[config.mk]
export PLATFORM = sky130hd
export DESIGN_NAME = pklpm_front
export DESIGN_NICKNAME = d
export VERILOG_FILES = /design/src/rtl/pklpm_pkg.sv /design/src/rtl/pklpm_front.sv
export SDC_FILE = /design/constraint.sdc
export NUM_CORES = 1
export LEC_CHECK = 0
export BUFFER_PORTS_ARGS = -buffer_cell sky130_fd_sc_hd__buf_2
export CAP_MARGIN = 20
export CORE_MARGIN = 4
export CORE_UTILIZATION = 45
export DETAILED_ROUTE_END_ITERATION = 12
export GPL_TIMING_DRIVEN = 0
export PLACE_DENSITY_LB_ADDON = 0.1
export SYNTH_ARGS = -nofsm -noshare
export SYNTH_HDL_FRONTEND = slang
export SYNTH_SLANG_ARGS = --single-unit
[constraint.sdc]
create_clock -name clk_i -period 6.5 [get_ports clk_i]
set_input_delay 0.325 -clock clk_i [delete_from_list [all_inputs] [get_ports clk_i]]
set_output_delay 0.325 -clock clk_i [all_outputs]
set_load 0.01 [all_outputs]
[src/rtl/pklpm_pkg.sv]
`default_nettype none
// ----------------------------------------------------------------------------
// Pointer map package
// Types, codes and constants that the front, the back and the top level share.
// ----------------------------------------------------------------------------
package pklpm_pkg;

  localparam int unsigned DefTableDepth = 1024;
  localparam int unsigned KeyW = 64;
  localparam int unsigned HandleW = 64;
  localparam int unsigned OpW = 2;
  localparam int unsigned StatusW = 3;
  localparam int unsigned HomeShift = 3;

  localparam logic [KeyW-1:0] KeyEmpty = 64'd0;
  localparam logic [KeyW-1:0] KeyTomb = 64'd1;

  typedef enum logic [OpW-1:0] {
    OP_INSERT = 2'd0,
    OP_LOOKUP = 2'd1,
    OP_REMOVE = 2'd2
  } op_e;

  typedef enum logic [StatusW-1:0] {
    ST_NEW      = 3'd0,
    ST_UPDATED  = 3'd1,
    ST_FOUND    = 3'd2,
    ST_MISS     = 3'd3,
    ST_FULL     = 3'd4,
    ST_INVALID  = 3'd5
  } status_e;

  typedef enum logic [1:0] {
    BK_CLEAR,
    BK_IDLE,
    BK_PROBE,
    BK_RESOLVE
  } back_state_e;

  typedef struct packed {
    logic               ok;
    logic [OpW-1:0]     opcode;
    logic [KeyW-1:0]    key;
    logic [HandleW-1:0] handle;
  } cmd_t;

  typedef struct packed {
    logic valid;
    cmd_t cmd;
  } queue_head_t;

endpackage
`default_nettype wire

[src/rtl/pklpm_front.sv]
`default_nettype none
// ----------------------------------------------------------------------------
// Pointer map front end
// Accepts commands, flags reserved keys and unused opcodes, and holds them in
// a two-entry queue until the back end takes them.
// ----------------------------------------------------------------------------
module pklpm_front
  import pklpm_pkg::*;
(
  input  wire logic               clk_i,
  input  wire logic               rst_ni,
  input  wire logic               start_i,
  input  wire logic [OpW-1:0]     opcode_i,
  input  wire logic [KeyW-1:0]    key_i,
  input  wire logic [HandleW-1:0] handle_i,
  input  wire logic               clearing_i,
  input  wire logic               pop_i,
  output      logic               busy_o,
  output      queue_head_t        head_o
);

  cmd_t       ent_q [2];
  logic       wr_q, wr_d;
  logic       rd_q, rd_d;
  logic [1:0] cnt_q, cnt_d;
  logic       push;
  cmd_t       cmd_in;

  always_comb begin
    cmd_in.ok = (key_i != KeyEmpty) && (key_i != KeyTomb) &&
                ((opcode_i == OP_INSERT) || (opcode_i == OP_LOOKUP) ||
                 (opcode_i == OP_REMOVE));
    cmd_in.opcode = opcode_i;
    cmd_in.key = key_i;
    cmd_in.handle = handle_i;
  end

  assign busy_o = (cnt_q == 2'd2) || clearing_i;
  assign push = start_i && !busy_o;

  always_comb begin
    wr_d = push ? !wr_q : wr_q;
    rd_d = pop_i ? !rd_q : rd_q;
    cnt_d = cnt_q + {1'b0, push} - {1'b0, pop_i};
  end

  always_ff @(posedge clk_i or negedge rst_ni) begin
    if (!rst_ni) begin
      wr_q <= 1'b0;
      rd_q <= 1'b0;
      cnt_q <= 2'd0;
    end else begin
      wr_q <= wr_d;
      rd_q <= rd_d;
      cnt_q <= cnt_d;
    end
  end

  always_ff @(posedge clk_i) begin
    if (push) begin
      ent_q[wr_q] <= cmd_in;
    end
  end

  assign head_o.valid = (cnt_q != 2'd0);
  assign head_o.cmd = ent_q[rd_q];

endmodule
`default_nettype wire

==> results_dict.tcl <==
set metrics [dict create \
    status "complete, no violations" \
    yosysSeqAreaShare 0.788 \
    final.setup.tns_ns 0 \
    setup.worst_path.start_class "flip-flop" \
    antenna_found_initial 0 \
    final_cell_mix "buf_2 (272), edfxtp_1 (262), dlygate4sd3_1 (114), mux2_4 (80), mux2_2 (51)" \
    hpwl_um 14300 \
    antenna_cells 0 \
    wl_per_cell_um 18.1 \
    fin_crit_sh 0.354 \
    grt_max_degree 65 \
    finClkSkew_ns 0.00622 \
    min_period_ns 2.30 \
    vias_per_cell 4.81 \
    drive_above_1_share 0.519 \
    postSynthAreaPerCell_um2 22.6 \
    dp_slack_ns 4.19 \
    ios 268 \
    relSlewSlack 0.588 \
    final_hold_viol_count 0 \
    arrival_ns 2.52 \
    grt_pass1_vias 6039 \
    yosys_register_bits 266 \
    antenna_left 0 \
    postCtsSetupBuffers 0 \
    power.leakage_nw 5.48 \
    fp.dieArea_um2 24900 \
    syn_inst 448 \
    maxCapViolations 0 \
    vias 5608 \
    ctsResizeCount 0 \
    p_per_area_nw_per_um2 379 \
    grt-ovfl-total 0 \
    yosys.area.top_type "edfxtp_1" \
    synthesis.nets 585 \
    rows 54 \
    yosys.cell_types.count 19 \
    grt_pass1_wl_um 31400 \
    synth_area_leaders "edfxtp_1 (78%), mux2_4 (12%), mux2_2 (5.7%)" \
    design.core.area_um2 22000 \
    cts_tree "done" \
    ir_drop_mv 0.334 \
    synthToLayoutAreaGrowth_pct 38.6 \
    start_util 0.461 \
    netlist_area_um2 10100 \
    rsz0062_at_grt "false" \
    drv_slew 0 \
    gp_congestion 0.748 \
    first_iter_violations 265 \
    clock.fmax_ghz 0.435 \
    routed_wirelength_um 21100 \
    numCtsBuffers 28 \
    globalRouteTotalUtil 0.162 \
    cp_max_fo 22 \
    cp-end-kind "flip-flop" \
    die_w_um 158 \
    cts_hold_buf 113 \
    fin_nets 1003 \
    critPathKind "flip-flop to flip-flop" \
    finalSetupViolations 0 \
    layout_commonest_cell "buf_2" \
    fillers 1551 \
    insertion_delay_ns 0.52 \
    synth_top_area_frac 0.778 \
    clock_path_buffers 3 \
    htree_levels 1 \
    root_buffer "clkbuf_16" \
    yosysWarnings 0 \
    hp-class "input port to flip-flop" \
    io_buffers 267 \
    drtPass1Iterations 4 \
    drc 0 \
    clkTransAtPathRegs_ns 0.06 \
    cp_data_required_time_ns 6.72 \
    timing.final.ws_setup_ns 4.20 \
    worst_pin_slew_ns 0.616 \
    reg2reg_slack_ns 4.20 \
    clock_sinks 266 \
    die_h_um 158 \
]
## final timing paths
check,startpoint,end,cells after the start
setup / recovery,cnt_q[0],ent_q[0][125],7
hold / removal,key_i[52],ent_q[0][116],1
setup reg to reg,cnt_q[0],ent_q[0][125],7
hold reg to reg,cnt_q[1],cnt_q[1],1
max in group asynchronous,rst_ni,rd_q,2
min in group asynchronous,rst_ni,cnt_q[0],2
## flip-flops by register name, indices dropped and copies added, names as in the netlist
name   count
cnt_q      2
ent_q    262
rd_q       1
wr_q       1
## critical path, cell delays in order (launching register included)
cell	delay, ns
dfrtp_1	0.37
inv_1	0.05
a21oi_1	0.23
nand2_1	0.19
nor2_4	0.52
buf_16	0.25
buf_16	0.19
buf_16	0.18
## power by group
group / internal [mW] / switching [mW]
combinational: 0.840 / 0.778
sequential: 2.13 / 0.0511
clock: 0.928 / 0.594
total: 3.90 / 1.42
## per-layer routing
layer / up-vias / part of all wire / wire length [µm] / GRT usage
li1: 2653 / - / - / -
met1: 2729 / 0.40 / 8420 / 0.198
met2: 197 / 0.51 / 10700 / 0.289
met3: 29 / 0.074 / 1570 / 0.0454
met4: 0 / 0.019 / 400 / 0.0370
met5: - / 0 / 0 / 0
## synth_stat cells
master      n
nand2_1     1
nor2_1      1
buf_6       9
xor2_1      1
nor4_1     16
mux2_2     51
inv_1       3
buf_8       1
a21oi_1     2
buf_2       5
and3_1      1
ha_1        2
nand4_1     4
edfxtp_1  262
xnor2_1     3
nor3_1      1
mux2_4     80
or2_2       1
dfrtp_1     4
## kinds of logic after synthesis
family                   Yosys count  synth area share
XOR/XNOR                           4           0.00346
AO/OA/AOI/OAI                      2          0.000990
buffers and inverters             18            0.0151
flip-flops                       266             0.788
adder cells (fa/ha/maj)            2           0.00247
multiplexers                     131             0.176
AND/OR/NAND/NOR                   25            0.0148
## final cells by class
cell class	instances	area, µm²	share of cell area
clock inverter	14	138	0.00981
buffer	15	141	0.0101
tap	280	350	0.0250
clock buffer	36	752	0.0536
sequential	266	7970	0.568
inverter	3	11.3	0.000803
timing repair buffer	388	2660	0.189
multi-input combinational	164	2010	0.143
## per-stage QoR
step | area [µm²] | power (mW) | instances | hold WS [ns] | utilization
after floorplan | 10100 | 3.25 | 448 | 0.0294 | -
after global placement | 11800 | 3.78 | 995 | 0.130 | 0.538
after detailed placement | 12000 | 3.81 | 1002 | 0.139 | 0.546
after CTS | 14000 | 5.40 | 1165 | 0.000347 | 0.638
after global routing | 14000 | 5.57 | 1166 | 0.00374 | 0.639
final | 14000 | 5.32 | 1166 | 0.0243 | 0.639
Power figures use the tool's default switching activity.
